### src/design/assert_macros.svh
// Assertion macros shared by the design files.
// Each macro states a clocked property that the active-low reset disables.
`ifndef ASSERT_MACROS_SVH
`define ASSERT_MACROS_SVH
`ifndef SYNTHESIS
// The consequent must hold in the same cycle as the antecedent.
`define ASSERT_SAME(label, clk, rst_n, ante, cons) \
    label: assert property (@(posedge clk) disable iff (!(rst_n)) (ante) |-> (cons)) \
        else $error("assertion failed");
// The consequent must hold in the cycle after the antecedent.
`define ASSERT_NEXT(label, clk, rst_n, ante, cons) \
    label: assert property (@(posedge clk) disable iff (!(rst_n)) (ante) |=> (cons)) \
        else $error("assertion failed");
`else
`define ASSERT_SAME(label, clk, rst_n, ante, cons)
`define ASSERT_NEXT(label, clk, rst_n, ante, cons)
`endif
`endif

### src/design/erest_pkg.sv
package erest_pkg;

    localparam int NUM_CH        = 2;
    localparam int HISTORY_DEPTH = 10;
    localparam int DATA_W        = 32;
    localparam int STAMP_W       = 32;
    localparam int MIN_DT_W      = 16;
    localparam logic [MIN_DT_W-1:0] MIN_DT_RESET = 16'd10;

    // Microseconds per second, the scale of the finite difference.
    localparam int USEC_W = 20;
    localparam logic [USEC_W-1:0] USEC_PER_SEC = 20'd1000000;
    localparam int PROD_W = DATA_W + USEC_W;
    localparam int DIV_CNT_W = $clog2(DATA_W);

    localparam logic [DATA_W-1:0] RATE_MAX = 32'h7FFF_FFFF;
    localparam logic [DATA_W-1:0] RATE_MIN = 32'h8000_0000;

    // Running sum of one history and its serial division by the depth.
    localparam int SUM_W       = DATA_W + $clog2(HISTORY_DEPTH);
    localparam int MEAN_DIGIT  = 4;
    localparam int MEAN_STEPS  = (SUM_W + MEAN_DIGIT - 1) / MEAN_DIGIT;
    localparam int MEAN_W      = MEAN_STEPS * MEAN_DIGIT;
    localparam int MEAN_REM_W  = $clog2(HISTORY_DEPTH + 1) + 1;
    localparam int MEAN_CNT_W  = $clog2(MEAN_STEPS);

    typedef enum logic [2:0] {
        ST_IDLE,
        ST_EVAL,
        ST_DIV_GO,
        ST_DIV,
        ST_MEAN_GO,
        ST_MEAN,
        ST_OUT
    } t_state;

    typedef enum logic [1:0] {
        DV_IDLE,
        DV_CHECK,
        DV_ITER,
        DV_DONE
    } t_div_state;

    typedef enum logic [1:0] {
        MN_IDLE,
        MN_ITER,
        MN_DONE
    } t_mean_state;

    typedef struct packed {
        logic                start;
        logic [DATA_W-1:0]   mag;
        logic [STAMP_W-1:0]  dt;
    } t_div_cmd;

    typedef struct packed {
        logic                done;
        logic                ovf;
        logic [DATA_W-1:0]   quo;
    } t_div_res;

    typedef struct packed {
        logic                      push;
        logic                      ch;
        logic signed [DATA_W-1:0]  rate;
    } t_hist_cmd;

    typedef struct packed {
        logic                     start;
        logic signed [SUM_W-1:0]  sum;
    } t_mean_cmd;

    typedef struct packed {
        logic                      done;
        logic signed [DATA_W-1:0]  value;
    } t_mean_res;

endpackage

### src/design/erest_divider.sv
module erest_divider (
    input  logic                 i_clk,
    input  logic                 i_rst_n,
    input  erest_pkg::t_div_cmd  i_cmd,
    output erest_pkg::t_div_res  o_res
);
    import erest_pkg::*;

    t_div_state               r_state, n_state;
    logic [DATA_W-1:0]        r_rem;
    logic [DATA_W-1:0]        r_quo;
    logic [STAMP_W-1:0]       r_dt;
    logic [DIV_CNT_W-1:0]     r_cnt;
    logic                     r_ovf;
    logic [PROD_W-1:0]        prod;
    logic [DATA_W:0]          rem_sh;
    logic [DATA_W:0]          rem_sub;
    logic                     rem_ge;
    logic                     ovf_now;

    // The product is registered split into its high and low words; the
    // low word then shifts out one bit a cycle as the quotient shifts in.
    assign prod    = PROD_W'(i_cmd.mag) * PROD_W'(USEC_PER_SEC);
    assign rem_sh  = {r_rem, r_quo[DATA_W-1]};
    assign rem_sub = rem_sh - {1'b0, r_dt};
    assign rem_ge  = !rem_sub[DATA_W];
    // A high word at or above the divisor means a quotient of 2^32 or more.
    assign ovf_now = r_rem >= r_dt;

    always_ff @(posedge i_clk) begin
        if (!i_rst_n) begin
            r_state <= DV_IDLE;
        end else begin
            r_state <= n_state;
        end
    end

    always_ff @(posedge i_clk) begin
        if (i_cmd.start) begin
            r_rem <= DATA_W'(prod[PROD_W-1:DATA_W]);
            r_quo <= prod[DATA_W-1:0];
            r_dt  <= i_cmd.dt;
            r_cnt <= '1;
        end else if (r_state == DV_CHECK) begin
            r_ovf <= ovf_now;
        end else if (r_state == DV_ITER) begin
            r_rem <= rem_ge ? rem_sub[DATA_W-1:0] : rem_sh[DATA_W-1:0];
            r_quo <= {r_quo[DATA_W-2:0], rem_ge};
            r_cnt <= r_cnt - 1'b1;
        end
    end

    always_comb begin
        n_state = r_state;
        unique case (r_state)
            DV_IDLE: begin
                if (i_cmd.start) begin
                    n_state = DV_CHECK;
                end
            end
            DV_CHECK: begin
                n_state = ovf_now ? DV_DONE : DV_ITER;
            end
            DV_ITER: begin
                if (r_cnt == '0) begin
                    n_state = DV_DONE;
                end
            end
            DV_DONE: begin
                n_state = DV_IDLE;
            end
            default: begin
                n_state = DV_IDLE;
            end
        endcase
    end

    always_comb begin
        o_res.done = (r_state == DV_DONE);
        o_res.ovf  = r_ovf;
        o_res.quo  = r_quo;
    end

endmodule

### src/design/erest_history.sv
module erest_history (
    input  logic                                i_clk,
    input  logic                                i_rst_n,
    input  erest_pkg::t_hist_cmd                i_cmd,
    output logic signed [erest_pkg::SUM_W-1:0]  o_sum
);
    import erest_pkg::*;

    logic signed [DATA_W-1:0] r_hist [NUM_CH][HISTORY_DEPTH];
    logic signed [SUM_W-1:0]  r_sum  [NUM_CH];
    logic signed [SUM_W-1:0]  oldest_ext;
    logic signed [SUM_W-1:0]  rate_ext;
    logic signed [SUM_W-1:0]  n_sum;

    assign oldest_ext = {{(SUM_W-DATA_W){r_hist[i_cmd.ch][0][DATA_W-1]}}, r_hist[i_cmd.ch][0]};
    assign rate_ext   = {{(SUM_W-DATA_W){i_cmd.rate[DATA_W-1]}}, i_cmd.rate};
    assign n_sum      = r_sum[i_cmd.ch] - oldest_ext + rate_ext;
    assign o_sum      = r_sum[i_cmd.ch];

    // Oldest entry sits at index zero and drops out on each push.
    always_ff @(posedge i_clk) begin
        if (!i_rst_n) begin
            for (int c = 0; c < NUM_CH; c++) begin
                r_sum[c] <= '0;
                for (int i = 0; i < HISTORY_DEPTH; i++) begin
                    r_hist[c][i] <= '0;
                end
            end
        end else if (i_cmd.push) begin
            for (int i = 0; i < HISTORY_DEPTH - 1; i++) begin
                r_hist[i_cmd.ch][i] <= r_hist[i_cmd.ch][i+1];
            end
            r_hist[i_cmd.ch][HISTORY_DEPTH-1] <= i_cmd.rate;
            r_sum[i_cmd.ch] <= n_sum;
        end
    end

endmodule

### src/design/erest_mean.sv
module erest_mean (
    input  logic                  i_clk,
    input  logic                  i_rst_n,
    input  erest_pkg::t_mean_cmd  i_cmd,
    output erest_pkg::t_mean_res  o_res
);
    import erest_pkg::*;

    t_mean_state              r_state, n_state;
    logic [MEAN_W-1:0]        r_quo;
    logic [MEAN_REM_W-1:0]    r_rem;
    logic [MEAN_CNT_W-1:0]    r_cnt;
    logic                     r_neg;
    logic [SUM_W-1:0]         mag;
    logic [MEAN_W-1:0]        it_quo;
    logic [MEAN_REM_W-1:0]    it_rem;

    assign mag = i_cmd.sum[SUM_W-1] ? SUM_W'(-i_cmd.sum) : SUM_W'(i_cmd.sum);

    // One digit of the quotient per cycle, restoring division by the depth.
    always_comb begin
        it_rem = r_rem;
        it_quo = r_quo;
        for (int k = 0; k < MEAN_DIGIT; k++) begin
            it_rem = {it_rem[MEAN_REM_W-2:0], it_quo[MEAN_W-1]};
            it_quo = {it_quo[MEAN_W-2:0], 1'b0};
            if (it_rem >= MEAN_REM_W'(HISTORY_DEPTH)) begin
                it_rem    = it_rem - MEAN_REM_W'(HISTORY_DEPTH);
                it_quo[0] = 1'b1;
            end
        end
    end

    always_ff @(posedge i_clk) begin
        if (!i_rst_n) begin
            r_state <= MN_IDLE;
        end else begin
            r_state <= n_state;
        end
    end

    always_ff @(posedge i_clk) begin
        if (i_cmd.start) begin
            r_neg <= i_cmd.sum[SUM_W-1];
            r_quo <= MEAN_W'(mag);
            r_rem <= '0;
            r_cnt <= MEAN_CNT_W'(MEAN_STEPS - 1);
        end else if (r_state == MN_ITER) begin
            r_quo <= it_quo;
            r_rem <= it_rem;
            r_cnt <= r_cnt - 1'b1;
        end
    end

    always_comb begin
        n_state = r_state;
        unique case (r_state)
            MN_IDLE: begin
                if (i_cmd.start) begin
                    n_state = MN_ITER;
                end
            end
            MN_ITER: begin
                if (r_cnt == '0) begin
                    n_state = MN_DONE;
                end
            end
            MN_DONE: begin
                n_state = MN_IDLE;
            end
            default: begin
                n_state = MN_IDLE;
            end
        endcase
    end

    always_comb begin
        o_res.done  = (r_state == MN_DONE);
        o_res.value = r_neg ? (~r_quo[DATA_W-1:0]) + DATA_W'(1) : r_quo[DATA_W-1:0];
    end

endmodule

### src/design/error_rate_estimator.sv
// Rate estimator for two error channels, lateral offset (action 0) and
// heading (action 1). Each item carries a Q16.16 sample and a microsecond
// stamp. When the sample differs from the channel's stored position, the
// block stores the sample and stamp, and if the wrapping time gap is strictly
// greater than min_dt_us it also pushes the finite-difference rate
// (sample - position) * 1e6 / gap, truncated toward zero and saturated to 32
// bits, into a ten-deep history for that channel. Every item returns exactly
// one result: the channel's position after the item, the history mean
// truncated toward zero, and an updated flag. An item that pushes a rate
// passes through evaluation, the bit-serial quotient (one bit a cycle over
// 32 bits) and the four-bit-a-cycle mean before its output; an item whose
// quotient exceeds 32 bits skips the quotient loop; an item with an equal
// sample or a short gap goes from evaluation straight to the output. One
// item is worked at a time; the result sits in an output register, so the
// next item is taken while a result waits, and processing pauses only when
// a second result is ready before the first has left. min_dt_us resets to
// 10; the user must have it written only while the block is idle, since
// the block itself does not enforce this.
`include "assert_macros.svh"

module error_rate_estimator (
    input  logic                                   i_clk,
    input  logic                                   i_rst_n,
    input  logic                                   i_cfg_we,
    input  logic [erest_pkg::MIN_DT_W-1:0]         i_cfg_data,
    input  logic                                   i_in_valid,
    output logic                                   o_in_stall,
    input  logic                                   i_action,
    input  logic signed [erest_pkg::DATA_W-1:0]    i_sample,
    input  logic [erest_pkg::STAMP_W-1:0]          i_stamp_us,
    output logic                                   o_out_valid,
    input  logic                                   i_out_stall,
    output logic signed [erest_pkg::DATA_W-1:0]    o_position,
    output logic signed [erest_pkg::DATA_W-1:0]    o_rate,
    output logic                                   o_updated
);
    import erest_pkg::*;

    // Control state.
    t_state                    r_state, n_state;
    logic [MIN_DT_W-1:0]       r_min_dt;
    logic                      r_out_valid;

    // Per-channel state; the history itself lives in erest_history.
    logic signed [DATA_W-1:0]  r_last_pos   [NUM_CH];
    logic [STAMP_W-1:0]        r_last_stamp [NUM_CH];
    logic signed [DATA_W-1:0]  r_mean       [NUM_CH];

    // The item in flight and its intermediate values.
    logic                      r_ch;
    logic signed [DATA_W-1:0]  r_sample;
    logic [STAMP_W-1:0]        r_stamp;
    logic [DATA_W-1:0]         r_mag;
    logic [STAMP_W-1:0]        r_dt;
    logic                      r_neg;
    logic                      r_upd;

    // Output register.
    logic signed [DATA_W-1:0]  r_position;
    logic signed [DATA_W-1:0]  r_rate;
    logic                      r_updated;

    logic                      in_accept;
    logic                      out_load;
    logic                      eval_upd;
    logic                      mean_wr;
    logic                      differ;
    logic                      take_rate;
    logic signed [DATA_W:0]    diff;
    logic signed [DATA_W:0]    diff_neg;
    logic [DATA_W-1:0]         diff_mag;
    logic [STAMP_W-1:0]        gap;
    logic signed [DATA_W-1:0]  rate_sat;
    logic signed [SUM_W-1:0]   hist_sum;

    t_div_cmd                  div_cmd;
    t_div_res                  div_res;
    t_hist_cmd                 hist_cmd;
    t_mean_cmd                 mean_cmd;
    t_mean_res                 mean_res;

    erest_divider u_divider (
        .i_clk   (i_clk),
        .i_rst_n (i_rst_n),
        .i_cmd   (div_cmd),
        .o_res   (div_res)
    );

    erest_history u_history (
        .i_clk   (i_clk),
        .i_rst_n (i_rst_n),
        .i_cmd   (hist_cmd),
        .o_sum   (hist_sum)
    );

    erest_mean u_mean (
        .i_clk   (i_clk),
        .i_rst_n (i_rst_n),
        .i_cmd   (mean_cmd),
        .o_res   (mean_res)
    );

    // Compare against the stored position and measure the gap. The signed
    // difference needs 33 bits, but its magnitude always fits in 32.
    assign differ    = (r_sample != r_last_pos[r_ch]);
    assign diff      = {r_sample[DATA_W-1], r_sample}
                       - {r_last_pos[r_ch][DATA_W-1], r_last_pos[r_ch]};
    assign diff_neg  = -diff;
    assign diff_mag  = diff[DATA_W] ? diff_neg[DATA_W-1:0] : diff[DATA_W-1:0];
    assign gap       = r_stamp - r_last_stamp[r_ch];
    assign take_rate = (gap > STAMP_W'(r_min_dt));

    // Saturate the unsigned quotient back to a signed 32-bit rate. The
    // overflow flag means the quotient reached 2^32 or more.
    always_comb begin
        if (r_neg) begin
            if (div_res.ovf || (div_res.quo > RATE_MIN)) begin
                rate_sat = RATE_MIN;
            end else begin
                rate_sat = (~div_res.quo) + DATA_W'(1);
            end
        end else begin
            if (div_res.ovf || div_res.quo[DATA_W-1]) begin
                rate_sat = RATE_MAX;
            end else begin
                rate_sat = div_res.quo;
            end
        end
    end

    always_ff @(posedge i_clk) begin
        if (!i_rst_n) begin
            r_state     <= ST_IDLE;
            r_min_dt    <= MIN_DT_RESET;
            r_out_valid <= 1'b0;
            for (int c = 0; c < NUM_CH; c++) begin
                r_last_pos[c]   <= '0;
                r_last_stamp[c] <= '0;
                r_mean[c]       <= '0;
            end
        end else begin
            r_state <= n_state;
            if (i_cfg_we) begin
                r_min_dt <= i_cfg_data;
            end
            if (out_load) begin
                r_out_valid <= 1'b1;
            end else if (!i_out_stall) begin
                r_out_valid <= 1'b0;
            end
            if (eval_upd) begin
                r_last_pos[r_ch]   <= r_sample;
                r_last_stamp[r_ch] <= r_stamp;
            end
            if (mean_wr) begin
                r_mean[r_ch] <= mean_res.value;
            end
        end
    end

    always_ff @(posedge i_clk) begin
        if (in_accept) begin
            r_ch     <= i_action;
            r_sample <= i_sample;
            r_stamp  <= i_stamp_us;
        end
        if (r_state == ST_EVAL) begin
            r_mag <= diff_mag;
            r_dt  <= gap;
            r_neg <= diff[DATA_W];
            r_upd <= differ;
        end
        if (out_load) begin
            r_position <= r_last_pos[r_ch];
            r_rate     <= r_mean[r_ch];
            r_updated  <= r_upd;
        end
    end

    // Next state.
    always_comb begin
        n_state = r_state;
        unique case (r_state)
            ST_IDLE: begin
                if (i_in_valid) begin
                    n_state = ST_EVAL;
                end
            end
            ST_EVAL: begin
                if (differ && take_rate) begin
                    n_state = ST_DIV_GO;
                end else begin
                    n_state = ST_OUT;
                end
            end
            ST_DIV_GO: begin
                n_state = ST_DIV;
            end
            ST_DIV: begin
                if (div_res.done) begin
                    n_state = ST_MEAN_GO;
                end
            end
            ST_MEAN_GO: begin
                n_state = ST_MEAN;
            end
            ST_MEAN: begin
                if (mean_res.done) begin
                    n_state = ST_OUT;
                end
            end
            ST_OUT: begin
                if (!r_out_valid || !i_out_stall) begin
                    n_state = ST_IDLE;
                end
            end
            default: begin
                n_state = ST_IDLE;
            end
        endcase
    end

    // Control outputs decoded from the state.
    always_comb begin
        o_in_stall     = (r_state != ST_IDLE);
        in_accept      = (r_state == ST_IDLE) && i_in_valid;
        eval_upd       = (r_state == ST_EVAL) && differ;
        out_load       = (r_state == ST_OUT) && (!r_out_valid || !i_out_stall);
        mean_wr        = (r_state == ST_MEAN) && mean_res.done;

        div_cmd.start  = (r_state == ST_DIV_GO);
        div_cmd.mag    = r_mag;
        div_cmd.dt     = r_dt;

        hist_cmd.push  = (r_state == ST_DIV) && div_res.done;
        hist_cmd.ch    = r_ch;
        hist_cmd.rate  = rate_sat;

        mean_cmd.start = (r_state == ST_MEAN_GO);
        mean_cmd.sum   = hist_sum;
    end

    assign o_out_valid = r_out_valid;
    assign o_position  = r_position;
    assign o_rate      = r_rate;
    assign o_updated   = r_updated;

    // An accepted item always moves the controller into evaluation.
    `ASSERT_NEXT(a_accept_eval, i_clk, i_rst_n, in_accept, r_state == ST_EVAL)
    // A rate is pushed only for an item whose sample changed the position.
    `ASSERT_SAME(a_push_upd, i_clk, i_rst_n, hist_cmd.push, r_upd)
    // The quotient unit finishes only while the controller waits for it.
    `ASSERT_SAME(a_div_done, i_clk, i_rst_n, div_res.done, r_state == ST_DIV)
    // The mean unit finishes only while the controller waits for it.
    `ASSERT_SAME(a_mean_done, i_clk, i_rst_n, mean_res.done, r_state == ST_MEAN)

endmodule

### config.mk
export PLATFORM = sky130hd
export DESIGN_NAME = error_rate_estimator
export DESIGN_NICKNAME = d
export VERILOG_FILES = /design/src/design/erest_pkg.sv /design/src/design/erest_divider.sv /design/src/design/erest_history.sv /design/src/design/erest_mean.sv /design/src/design/error_rate_estimator.sv
export VERILOG_INCLUDE_DIRS = /design/src /design/src/design
export SDC_FILE = /design/constraint.sdc
export NUM_CORES = 2
export LEC_CHECK = 0
export BUFFER_PORTS_ARGS = -buffer_cell sky130_fd_sc_hd__buf_2
export CAP_MARGIN = 20
export CORE_MARGIN = 4
export CORE_UTILIZATION = 50
export DETAILED_ROUTE_END_ITERATION = 8
export GPL_ROUTABILITY_DRIVEN = 0
export MAX_ROUTING_LAYER = met4
export PLACE_DENSITY = 0.68
export SYNTH_ARGS = -nofsm -noshare
export SYNTH_HDL_FRONTEND = slang
export SYNTH_HIERARCHICAL = 1
export SYNTH_SLANG_ARGS = --single-unit
### constraint.sdc
create_clock -name i_clk -period 14.7 [get_ports i_clk]
set_input_delay 0.735 -clock i_clk [delete_from_list [all_inputs] [get_ports i_clk]]
set_output_delay 0.735 -clock i_clk [all_outputs]
set_load 0.005 [all_outputs]
==> results.md <==
* Crit start category: flop
* Synthesis-to-layout area growth at 9.86%
* Setup violations, final at 0
* CTS H-Tree Depth at 4
* Detailed placer's ending HPWL at ~100000 um
* Max Slew Vio Count at 0
* Worst reg2reg path endpoint: u_history/r_sum[1][34]$_SDFFCE_PN0P_
* Primary flip-flop cell chosen by synthesis mapping: edfxtp_1
* Post-synthesis simple-gate area fraction at 12.1%
* Final critical path time including I/O delays and setup at 7.17 ns
* Die span in y at 379 um
* Global-route wire length before repair at 234000 um
* Fraction of synthesized area in multiplexers at about 3.5%
* Commonest cells after routing, fill and taps aside: edfxtp_1 (1216), inv_1 (473), and2_1 (444)
* Unrepaired setup endpoints after global routing: false
* Dominant combinational cell family by area after synthesis: simple AND/OR/NAND/NOR gates
* Number of DRC violations after detailed-routing iteration 0 at 3296
* Max-cap violations at 0
* Total congestion overflow after global routing at 0
* Synth Area in XOR/XNOR at ~3%
* Slew headroom at 12.6%
* Syn Area/Cell at 12.1 um2
* Length of the first detailed-routing pass in iterations at 5
* Longest Clk Path Bufs at 3
* Worst setup EP type: flop
* Synth Area in Compound Gates at between 10% and 20%
* Starting utilization of the core area at 50.6%
* Number of flip-flops and latches in the synthesized netlist at between 1k and 1.5k
* Number of antenna violations at the first check in global routing at 1
* Clock tree from TritonCTS: built
* Arrival time reported for the critical path endpoint at 7.66 ns
* Hold violation total from the final report at 0
* Critical setup path kind: flop to flop
* Non-Filler Instances at 7669
* Area of the placeable core at between 0.1 and 0.15 mm2
* Drc violations at 0
* Worst path required time at approximately 15 ns
* Final worst path period share at between 40 and 50%
* Total Negative Setup Slacks at 0 ns
* CP Capture Point: u_history/r_sum[1][34]$_SDFFCE_PN0P_
* Vias at 43.1k
* Startpoint of the tightest hold check path: i_sample[28]
* Biggest fanout along the worst timing path at 24
* Share of async-settable or async-resettable flops after synthesis at 0%
* Type of the tightest min-delay check: input pin to flop
* Yosys warning total at 6
* TritonCTS sink count at 1272
* Total length of routed wires at ~150000 um
* Largest net degree at the start of global routing at between 200 and 250
* Number of core rows at between 100 and 150
* Register-to-register path setup slack at between 7 and 8 ns
* CTS Root Buffer Type: clkbuf_16
* Finished Cell Area at 0.0756 mm2
* Buffers on Ports at 152
* Placed inst area at 0.0713 mm2
* IO Pins at ~150
* Average vias per placed instance at between 5 and 6
* Launch point of the critical path: u_divider/r_quo[0]$_SDFFE_PP0P_
* Run status: completed
* Register-to-Register Path Depth at 22
* Average wire per cell in the routed design at ~19 um
* Latest clock arrival within the worst-skew pair at 0.77 ns
* Placed cells at 7417
* Number of global-route vias before repair at 42.7k
* Post-route antenna net violation count at 0
* Post-cts gate resize count at 0
* Count of distinct cell types in the synthesized netlist at 115
* DIE AREA at between 0.1 and 0.15 mm2
* Count of hold buffers inserted by post-cts repair at 0
* Fraction of the mapped netlist area in adder cells at 11.4%
* Nets@finish at around 6.4k
* Worst slack after detailed placement at 7.68 ns
* Total nets after synthesis at 6285
* Clock edge transition at the registers on the reported setup and hold paths at 0.06 ns
* Slew at the pin closest to its max-slew limit at between 1 and 1.5 ns
* Post-synth EDFFs at 1216
* Share of synthesized area occupied by flip-flops and latches at 54.7%
* Horiz. Die Dim at 379 um
* Layout cells sized above 1 at 9.26%
* Number of CTS-inserted buffers at 137
* Achievable Freq at 0.139 GHz
* Most common cell after layout, fill and taps aside: edfxtp_1
* GRT Total Usage at 21.0%
* Worst path setup slack after routing at 7.53 ns
* Post-CTS Setup Inserts at 0
* Worst setup skew after layout at 0.0335 ns
* Mapped Area at 0.0688 mm2
* Post-synthesis instance total at ~5.7k
* Launch point of the worst reg-to-reg path: u_divider/r_quo[0]$_SDFFE_PP0P_
-- worst max-delay path, cell delays in order (launching register included) --
cell and delay [ns]:
dfxtp_1 0.33, inv_1 0.07, ha_1 0.19, nor3b_1 0.27
nand2_1 0.21, nor4_1 0.47, nand4_1 0.20, or3_1 0.40
o41ai_1 0.32, and2b_1 0.29, nand2_1 0.52, o311ai_0 0.93
inv_1 0.21, fa_1 0.57, inv_1 0.04, ha_1 0.37
a21oi_1 0.24, o21ai_0 0.11, a21oi_1 0.17, a21oi_1 0.11
or3_1 0.42, a31oi_1 0.33, mux2i_1 0.12
-- metrics by stage --
| stage | util (%) | hold slack, ns |
|---|---|---|
| after detailed placement | 52.4 | 0.405 |
| after CTS | 55.5 | 0.0666 |
| after global placement | 52.4 | 0.403 |
| after global routing | 55.5 | 0.0893 |
| after floorplan | - | 0.400 |
| final | 55.5 | 0.147 |
-- per-layer routing --
metal	global-route usage, %	vias up	routed length (um)
met2	33.7	994	70300
met3	2.81	186	6380
li1	-	20669	-
met5	-	-	0
met4	5.21	0	2910
met1	28.7	21253	66600
-- worst min-delay path by stage --
stage	end	slack, ns	depth (start not counted)
floorplan	o_updated$_DFFE_PP_	0.40	0
global placement	u_divider/r_dt[9]$_DFFE_PP_	0.40	0
detailed placement	u_divider/r_dt[30]$_DFFE_PP_	0.40	0
CTS	r_sample[28]$_DFFE_PP_	0.07	1
global route	r_sample[18]$_DFFE_PP_	0.09	1
finish	r_sample[28]$_DFFE_PP_	0.15	1
-- layout make-up --
type	instances	area [um2]
Inverter	475	1780
Antenna cell	2	5.00
Clock buffer	173	3580
Timing Repair Buffer	196	1160
Fill cell	11169	60500
Clock inverter	76	697
Sequential cell	1272	37600
Multi-Input combinational cell	3694	28500
Tap cell	1781	2230
-- cells in the mapped netlist (9+ instances only) --
library cell  number  area share, %
a21boi_0          12           0.13
buf_2              9          0.065
nand3_1           37           0.27
or2_2             12           0.11
nor3_1            57           0.41
a211oi_1          31           0.34
o21ai_1           16           0.12
nand2_1          289            1.6
o21bai_1          23           0.25
and4_1            11           0.14
o211ai_1          23           0.25
inv_1            473            2.6
o21a_1            29           0.32
fa_1             173            5.0
nand2b_1          38           0.35
or4_1             12           0.13
or3_1             37           0.34
a211o_1            9           0.11
dfxtp_1           56            1.6
xnor2_1          136            1.7
clkbuf_1         202            1.1
a21oi_1          250            1.8
a31oi_1           34           0.31
nor2_1           317            1.7
xor2_1            97            1.2
buf_1             19           0.10
nand4_1           41           0.37
o311ai_0          30           0.38
nor3b_1           11           0.12
a21o_1           335            3.7
nor4_1            23           0.21
mux2i_1          155            2.3
o41ai_1           22           0.28
and2_1           444            4.0
edfxtp_1        1216             53
mux2_2            73            1.2
and3_1           125            1.1
nor2b_1           52           0.47
o31ai_1           34           0.37
o21ai_0          186            1.4
ha_1             348            6.3
-- cells by family after synthesis --
group           after synthesis
mux                         231
fa+ha+maj                   521
compound gates             1151
simple gates               1557
flops                      1272
xor+xnor                    234
buf+inv                     712
-- state kept, by name, indices dropped and copies added, names as in the netlist, 3 cells and up, named ones only --
| register | cells |
|---|---|
| u_divider/r_cnt | 5 |
| r_min_dt | 16 |
| r_mean | 64 |
| r_last_pos | 64 |
| o_rate | 32 |
| u_divider/r_dt | 32 |
| r_stamp | 32 |
| u_history/r_hist | 640 |
| o_position | 32 |
| u_divider/r_rem | 32 |
| u_divider/r_quo | 32 |
| u_mean/r_quo | 36 |
| r_state | 3 |
| r_mag | 32 |
| u_mean/r_rem | 4 |
| r_dt | 32 |
| u_history/r_sum | 72 |
| r_sample | 32 |
| r_last_stamp | 64 |
| u_mean/r_cnt | 4 |
Power is not shown: default switching activity piles up to over one toggle a cycle in this logic, so the estimate is an artifact.
